**src/rtl/cgq_pkg.sv**
```systemverilog
// Shared types and constants for the contact graph query block.
package cgq_pkg;

  localparam int MaxPeople = 64;
  localparam int IdxW      = $clog2(MaxPeople);
  localparam int CntW      = IdxW + 1;

  localparam logic [CntW-1:0] CntReset = CntW'(MaxPeople);

  // Word kinds on the input channel
  localparam logic MODE_LOAD  = 1'b0;
  localparam logic MODE_QUERY = 1'b1;

  // Result codes
  localparam logic [1:0] OUT_DIRECT   = 2'd0;
  localparam logic [1:0] OUT_INDIRECT = 2'd1;
  localparam logic [1:0] OUT_NONE     = 2'd2;

  typedef logic [MaxPeople-1:0] row_t;
  typedef logic [IdxW-1:0]      idx_t;

  typedef enum logic [2:0] {
    S_IDLE,
    S_WRA,
    S_WRB,
    S_EVAL,
    S_ENC
  } cgq_state_t;

  typedef struct packed {
    logic cap;
    logic wr_a;
    logic wr_b;
    logic eval;
    logic out_load;
  } cgq_cmd_t;

  typedef struct packed {
    logic out_busy;
  } cgq_sts_t;

endpackage

```
**src/rtl/cgq_ctrl.sv**
```systemverilog
// Sequencer for loads and queries of the contact graph query block.
module cgq_ctrl import cgq_pkg::*; (
  input  logic     clk,
  input  logic     rst_n,
  input  logic     in_tvalid,
  input  logic     in_mode,
  output logic     in_tready,
  input  cgq_sts_t sts,
  output cgq_cmd_t cmd
);

  cgq_state_t state_r, state_nxt;

  always_ff @(posedge clk) begin
    if (!rst_n) begin
      state_r <= S_IDLE;
    end else begin
      state_r <= state_nxt;
    end
  end

  always_comb begin
    state_nxt = state_r;
    cmd       = '0;
    in_tready = 1'b0;
    unique case (state_r)
      S_IDLE: begin
        in_tready = 1'b1;
        if (in_tvalid) begin
          cmd.cap   = 1'b1;
          state_nxt = (in_mode == MODE_LOAD) ? S_WRA : S_EVAL;
        end
      end
      S_WRA: begin
        cmd.wr_a  = 1'b1;
        state_nxt = S_WRB;
      end
      S_WRB: begin
        cmd.wr_b  = 1'b1;
        state_nxt = S_IDLE;
      end
      S_EVAL: begin
        cmd.eval  = 1'b1;
        state_nxt = S_ENC;
      end
      S_ENC: begin
        // hold the result until the output register is free
        if (!sts.out_busy) begin
          cmd.out_load = 1'b1;
          state_nxt    = S_IDLE;
        end
      end
      default: begin
        state_nxt = S_IDLE;
      end
    endcase
  end

endmodule

```
**config.mk**
```make
export PLATFORM = sky130hd
export DESIGN_NAME = cgq_ctrl
export DESIGN_NICKNAME = d
export VERILOG_FILES = /design/src/rtl/cgq_pkg.sv /design/src/rtl/cgq_ctrl.sv
export SDC_FILE = /design/constraint.sdc
export NUM_CORES = 1
export LEC_CHECK = 0
export ABC_AREA = 1
export BUFFER_PORTS_ARGS = -buffer_cell sky130_fd_sc_hd__buf_2
export CAP_MARGIN = 30
export CORE_AREA = 5 5 42 44
export DETAILED_ROUTE_END_ITERATION = 10
export DIE_AREA = 0 0 47 49
export SYNTH_ARGS = -nofsm -noshare
export SYNTH_HDL_FRONTEND = slang
export SYNTH_SLANG_ARGS = --single-unit
```
**constraint.sdc**
```tcl
create_clock -name clk -period 0.9 [get_ports clk]
set_input_delay 0.09 -clock clk [delete_from_list [all_inputs] [get_ports clk]]
set_output_delay 0.09 -clock clk [all_outputs]
set_load 0.005 [all_outputs]
```
==> qor.csv, run 1 <==
metric;value;unit
maxCapViolCount;0;
num_antenna_cells;0;
finClkSkew;0.003093;ns
outcome;finished, violations left;
cts_tree;built;
syn-cell-area;161.4;µm²
largest_reg_flops;3;
fmax;926.9;MHz
hold_depth;3;
drt_wl_total;488;µm
pwr-share-clk;48.8;%
syn_area_per_cell;5.978;µm²
setup_viol_count_final;6;
critPathLaunch;state_r[1];
power_frac_seq;31.6;%
nFillCells;174;
yosysTopAreaCellShare;37.21;%
clock_latency;0.23;ns
fp-row-count;14;
ioPinCount;11;
p_leak;0.0001635;µW
numClockSinks;3;
synth_area_leaders;dfxtp_1 (37%), inv_1 (16%), nor2_1 (16%), nand3_1 (12%), nor3_1 (6.2%);
antenna_found_initial;0;
crit_chain;nor4_2 -> buf_2;
core;1401;µm²
grt_use_total;5.274;%
die-area;2303;µm²
worstMarginPinSlew;0.1842;ns
critPathKind;reg2out;
hpwl;372.4;µm
slowest_delay;0.35;ns
multi_input_area;103.9;µm²
rr_endpoint;state_r[0];
critPathCapture;cmd[0];
drt_pass1_iterations;2;
regArea;71.32;µm²
critPathSlowestCell;dfxtp_4;
slew_headroom;87.62;%
power;485.3;µW
h-tree-depth;1;
drive_gt1_share;59.52;%
end_kind;output port;
syn2layout_area_growth;89.15;%
cts_buffers;3;
initial_core_util;11.52;%
clk_path_buf_depth;2;
drtIter0Drc;1;
final-hold-violation-count;0;
hold-worst-slack;0.1146;ns
vdd_drop_max;0.0004355;V
die_y;49;µm
r2r_start;state_r[2];
top_regs;state_r (3);
crit_arrival;0.99;ns
synth.distinct_cells;8;
overflow;0;
switchingPower;133.0;µW
hold_path_class;in2reg;
vias_per_cell;3.741;
vias;217;
period_minus_slack;1.079;ns
ff2ff_path_depth;4;
finalWorstSetupSlack;-0.1788;ns
startpoint_type;register;
synth-seq-cells;3;
swShare;27.40;%
power.share.combinational;19.5;%
grt_pass1_vias;198;
required;0.81;ns
syn_nets;32;
die_x;47;µm
regToRegSetupSlack;0.06;ns
failed_checks;setup timing;
ys_seq_area_share;37.21;%
gp_congestion;0.6154;
final_nets;48;
grt_max_degree;7;
port_buffers;10;
power-per-cell-area;1590;nW/µm²
path_max_fanout;5;
slew_violations;0;
clk_pin_slew;0.04;ns
grt_pass1_wl;800;µm
top_register;state_r;
rsz0062_at_grt;yes;
ctsRootBufferMaster;clkbuf_4;
post_drt_wl_per_cell;8.414;µm
drc;0;
p_int;352.3;µW
synth_top_area_cell;dfxtp_1;
syn_inst;27;
yosysWarningCount;0;
fin_crit_sh;119.9;%
postRouteAntennaNets;0;
==> final cells by class <==
class                           count  area share, %
Timing Repair Buffer               11          18.85
Inverter                            7          8.607
Sequential cell                     3          23.36
Multi-Input combinational cell     17          34.02
Clock buffer                        4          8.607
Tap cell                           16          6.557
==> per-stage QoR <==
step / area [µm²] / TNS, ns / setup slack (ns) / utilization, % / instances
2_1_floorplan: 161.4 / 0 / 0.1334 / - / 27
3_3_place_gp: 231.5 / -0.01489 / -0.01489 / 16.52 / 53
3_5_place_dp: 231.5 / -0.04624 / -0.04624 / 16.52 / 53
4_1_cts: 280.3 / -0.8311 / -0.1882 / 20.00 / 58
5_1_grt: 305.3 / -1.224 / -0.2259 / 21.79 / 58
6_report: 305.3 / -0.7534 / -0.1788 / 21.79 / 58
==> power by group through the flow <==
stage | logic [µW] | registers (µW) | clock network [µW]
CTS | 86.3 | 153 | 249
floorplan | 43.6 | 151 | 0
finish | 94.8 | 153 | 237
detailed placement | 76.3 | 153 | 0
global route | 112 | 155 | 263
global placement | 75.2 | 152 | 0
==> repair_timing <==
action / 4_1_cts / 5_1_grt
pin swaps: 1 / 0
hold endpoints to repair: 0 / 0
resized for setup: 7 / 8
hold buffers: 0 / 0
setup buffers: 1 / 0
endpoints found under the setup margin: 6 / 8
==> layer usage <==
metal	GRT usage, %	up-vias	share of wire [%]
met5	0	-	0
met4	5.530	0	5.1
met3	3.321	4	9.8
met2	5.656	11	43
met1	6.346	87	42
li1	-	115	-
==> cells by family (layout without fill, tap and decap cells) <==
family	Yosys count	count (layout)	share of synthesized area [%]
buffers and inverters	7	22	16.28
AO/OA/AOI/OAI	1	1	3.098
AND/OR/NAND/NOR	16	16	43.42
flip-flops	3	3	37.21
==> cell usage after synthesis <==
| cell | count |
|---|---|
| inv_1 | 7 |
| nor2_1 | 7 |
| nand3_1 | 4 |
| dfxtp_1 | 3 |
| nand2_1 | 2 |
| nor3_1 | 2 |
| a21oi_1 | 1 |
| nor4_1 | 1 |
==> cell usage in the layout (no fill, tap or decap), drive strengths merged <==
cell type  synthesis  routed
clkbuf             0       4
buf                0      11
nand3              4       4
a21oi              1       1
dfxtp              3       3
nand2              2       2
nor4               1       1
nor2               7       7
nor3               2       2
inv                7       7
==> how the worst min path moves through the flow <==
stage	from	to	slack (ns)
global placement	rst_n	state_r[1]	0.35
CTS	rst_n	state_r[1]	0.10
finish	rst_n	state_r[1]	0.11
global route	rst_n	state_r[0]	0.16
detailed placement	rst_n	state_r[1]	0.35
floorplan	sts	cmd[0]	0.21
==> critical path, delay by kind of cell, from the launching register on <==
family / cells / cell delay, ns
simple gates: 1 / 0.25
buf+inv: 1 / 0.15
flops: 1 / 0.35
(Power assumes the default switching activity.)
==> run 2: changes to the inputs <==
Settings changed: BUFFER_PORTS_ARGS -buffer_cell sky130_fd_sc_hd__buf_2 to -buffer_cell sky130_fd_sc_hd__buf_4.
==> run 2 against run 1 <==
The flow still finishes with violations (setup timing). Clock-buffer cell count is the same. Clock skew shrank 0.0030 ns. Sequential share of layout area shrank 1.8 points. Worst setup slack got worse by 0.0082 ns. Critical path depth unchanged. Largest power group unchanged. Non-clock buffer count down 1. Flip-flop and latch count did not move. Global-route usage up 0.29 points. Sequential power grew 3%. Largest cell class unchanged. First-iteration DRC count increased by 100%. Routed wire length fell by 1.6%.
==> qor.csv, run 2 (synthesis results as in run 1) <==
metric;value;unit
critPathLaunch;state_r[1];
fmax;920.0;MHz
regArea;68.82;µm²
hold-worst-slack;0.1147;ns
core;1401;µm²
switchingPower;129.1;µW
met1_length;206;µm
top_layer_used;met3;
pwr-share-clk;47.4;%
die-area;2303;µm²
slowest_delay;0.36;ns
gp_congestion;0.6088;
cts_setup_buffers;0;
overflow;0;
nFillCells;167;
power_frac_seq;32.2;%
final_cell_mix;buf_4 (10), inv_1 (5), nor2_1 (5);
cts_buffers;3;
die_x;47;µm
startpoint_type;register;
holdCritStartpoint;rst_n;
multi_input_area;102.6;µm²
grt_pass1_wl;883;µm
die_y;49;µm
p_int;361.5;µW
fin_area;319.1;µm²
largest_reg_flops;3;
drt_pass1_iterations;2;
failed_checks;setup timing;
cts_tree;built;
drive_gt1_share;53.66;%
p_leak;0.0001595;µW
grt_pass1_vias;228;
power-per-cell-area;1538;nW/µm²
h-tree-depth;1;
fin_crit_sh;120.8;%
maxCapViolCount;0;
pre_cts_slack;-0.03080;ns
hold_path_class;in2reg;
critPathSlowestCell;dfxtp_4;
vias;217;
port_buffers;10;
crit_chain;nor4_4 -> buf_4;
outcome;finished, violations left;
post_drt_wl_per_cell;8.421;µm
rsz0062_at_grt;yes;
numClockSinks;3;
clk_pin_slew;0.04;ns
required;0.81;ns
finalWorstSetupSlack;-0.1870;ns
worstMarginPinSlew;0.1848;ns
hpwl;366.3;µm
top_register;state_r;
power.share.combinational;20.4;%
drc;0;
clock_latency;0.23;ns
drt_wl_total;480;µm
critPathKind;reg2out;
dr_wl_met2;217;µm
grt_max_degree;7;
fp-row-count;14;
path_max_fanout;5;
setup_viol_count_final;6;
initial_core_util;11.52;%
ctsRootBufferMaster;clkbuf_4;
num_antenna_cells;0;
end_kind;output port;
top_regs;state_r (3);
postRouteAntennaNets;0;
place_area;256.5;µm²
finClkSkew;0.0001363;ns
slew_violations;0;
antenna_found_initial;0;
crit_arrival;1.00;ns
slew_headroom;87.59;%
swShare;26.32;%
vias_per_cell;3.807;
syn2layout_area_growth;97.67;%
r2r_start;state_r[2];
ioPinCount;11;
final_nets;47;
period_minus_slack;1.087;ns
grt_use_total;5.559;%
vdd_drop_max;0.0004019;V
layout_commonest_cell;buf_4;
wl_met3;56;µm
drtIter0Drc;2;
clk_path_buf_depth;2;
final-hold-violation-count;0;
## run 2: critical path: cells and delay by family (launching register included)
kind	cells	cell delay (ns)
flip-flops	1	0.36
AND/OR/NAND/NOR	1	0.26
buffers and inverters	1	0.14
## run 2: per-layer routing
| metal | GRT usage [%] | vias to the layer above |
|---|---|---|
| li1 | - | 111 |
| met1 | 6.360 | 95 |
| met2 | 7.240 | 11 |
| met3 | 3.321 | 0 |
| met4 | 4.147 | 0 |
| met5 | 0 | - |
## run 2: metrics by stage
step	TNS [ns]	cells	total power, µW	utilization (%)
finish	-0.8291	57	490.6	22.77
global placement	0	53	244.4	18.30
global route	-1.241	57	536.0	22.77
CTS	-0.8714	57	497.2	21.43
detailed placement	-0.03080	53	245.1	18.30
floorplan	0	27	194.8	-
## run 2: final timing paths
kind	cells after the start	endpoint	slack (ns)
setup reg to reg	5	state_r[1]	0.09
hold reg to reg	2	state_r[2]	0.56
hold / removal	3	state_r[1]	0.11
setup / recovery	2	cmd[0]	-0.19
## run 2: area by class of cell
type | count | area share [%]
well taps | 16 | 6.275
inverters | 7 | 8.235
flip-flops and latches | 3 | 21.57
repair buffers | 10 | 23.53
multi-input cells | 17 | 32.16
clock buffers | 4 | 8.235
## run 2: power by group through the flow
stage	Clock (µW)	Combinational, µW	Sequential, µW
3_3_place_gp	0	91.4	153
6_report	233	100	158
5_1_grt	263	115	159
4_1_cts	248	96.0	154
2_1_floorplan	0	43.6	151
3_5_place_dp	0	91.6	153
## run 2: repair_timing
action,4_1_cts,5_1_grt
pin swaps,1,0
resized for setup,7,6
endpoints found under the setup margin,6,6
hold buffers,0,0
==> run 3: changes to the inputs <==
Settings changed: CTS_BUF_LIST set to sky130_fd_sc_hd__clkbuf_8.
==> run 3 against run 2 <==
The flow still finishes with violations (setup timing). Final cell count stayed put. Fmax rose by 2.6%. Register-to-register slack hardly changed. Core utilization grew 1.2 points. Highest routed layer unchanged.
==> qor.csv, run 3 (synthesis results as in run 1) <==
metric;value;unit
cts_tree;built;
grt_use_total;5.419;%
die_y;49;µm
drtIter0Drc;0;
rr_endpoint;state_r[1];
final-hold-violation-count;0;
critPathKind;reg2out;
fmax;944.2;MHz
rsz0062_at_grt;yes;
power;631.8;µW
power-per-cell-area;1884;nW/µm²
finalWorstSetupSlack;-0.1591;ns
vdd_drop_max;0.0005528;V
critPathLaunch;state_r[1];
ctsRootBufferMaster;clkbuf_8;
die_x;47;µm
largest_reg_flops;3;
overflow;0;
required;0.81;ns
critPathCapture;cmd[0];
clk_pin_slew;0.03;ns
die-area;2303;µm²
finClkSkew;0.002240;ns
slew_violations;0;
drt_pass1_iterations;1;
clock_latency;0.21;ns
port_buffers;10;
final_cell_mix;buf_4 (10), inv_1 (6), nor2_1 (5);
drive_gt1_share;53.66;%
initial_core_util;11.52;%
grt_max_degree;7;
fin_crit_sh;117.7;%
maxCapViolCount;0;
ioPinCount;11;
vias_per_cell;3.684;
top_regs;state_r (3);
grt_pass1_wl;862;µm
crit_arrival;0.97;ns
regArea;66.31;µm²
drt_wl_total;490;µm
period_minus_slack;1.059;ns
multi_input_area;102.6;µm²
failed_checks;setup timing;
cts_setup_buffers;0;
postRouteAntennaNets;0;
hpwl;366.3;µm
gp_congestion;0.6088;
nFillCells;166;
outcome;finished, violations left;
clk_path_buf_depth;2;
top_register;state_r;
end_kind;output port;
pre_cts_slack;-0.03080;ns
hold_path_class;in2reg;
p_leak;0.0001711;µW
syn2layout_area_growth;107.8;%
worstMarginPinSlew;0.1850;ns
path_max_fanout;5;
numClockSinks;3;
cts_buffers;3;
core;1401;µm²
post_drt_wl_per_cell;8.596;µm
setup_viol_count_final;6;
grt_pass1_vias;223;
antenna_found_initial;0;
num_antenna_cells;0;
drc;0;
ff2ff_path_depth;5;
regToRegSetupSlack;0.09;ns
startpoint_type;register;
slew_headroom;87.57;%
vias;210;
layout_commonest_cell;buf_4;
fp-row-count;14;
h-tree-depth;1;
r2r_start;state_r[1];
final_nets;47;
-- run 3: cell count changes in the layout (fill, tap and decap cells not counted), sizes merged --
cell / previous run / this run
inv: 7 / 8
clkbuf: 4 / 3
-- run 3: repair_timing --
item | in CTS | in global routing
pin swaps | 1 | 0
hold buffers | 0 | 0
resized for setup | 7 | 5
endpoints found under the setup margin | 6 | 6
-- run 3: layer usage --
metal	GRT usage, %	routed length [µm]	up-vias
li1	-	-	112
met1	6.360	216	87
met2	6.787	218	11
met3	4.428	54	0
met4	2.765	0	0
met5	0	0	-
-- run 3: worst min-delay path by stage --
stage	slack [ns]	cells past startpoint	end	startpoint
3_3_place_gp	0.35	3	state_r[1]	rst_n
5_1_grt	0.14	3	state_r[1]	rst_n
6_report	0.13	3	state_r[1]	rst_n
3_5_place_dp	0.35	3	state_r[1]	rst_n
4_1_cts	0.13	3	state_r[1]	rst_n
2_1_floorplan	0.21	1	cmd[0]	sts
-- run 3: report_power, final --
part	total (µW)	internal [µW]	switching, µW
combinational	99.8	54.3	45.5
clock	373	290	83.4
sequential	159	142	16.2
total	632	487	145
-- run 3: per-stage QoR --
stage	instances	util (%)	TNS, ns	hold WS, ns	area, µm²
6_report	57	23.93	-0.7240	0.1279	335.3
2_1_floorplan	27	-	0	0.2103	161.4
3_3_place_gp	53	18.30	0	0.3515	256.5
5_1_grt	57	23.93	-1.110	0.1416	335.3
3_5_place_dp	53	18.30	-0.03080	0.3485	256.5
4_1_cts	57	22.77	-0.7406	0.1276	319.1
-- run 3: cell type report --
cell class | count | share of cell area (%)
multi-input combinational | 17 | 30.60
timing repair buffer | 10 | 22.39
sequential | 3 | 19.78
clock buffer | 3 | 12.31
inverter | 7 | 7.836
tap | 16 | 5.970
clock inverter | 1 | 1.119
-- run 3: worst max-delay path: stages, from the launching register on --
cell and delay (ns):
dfxtp_2 0.35, nor4_4 0.27, buf_4 0.14
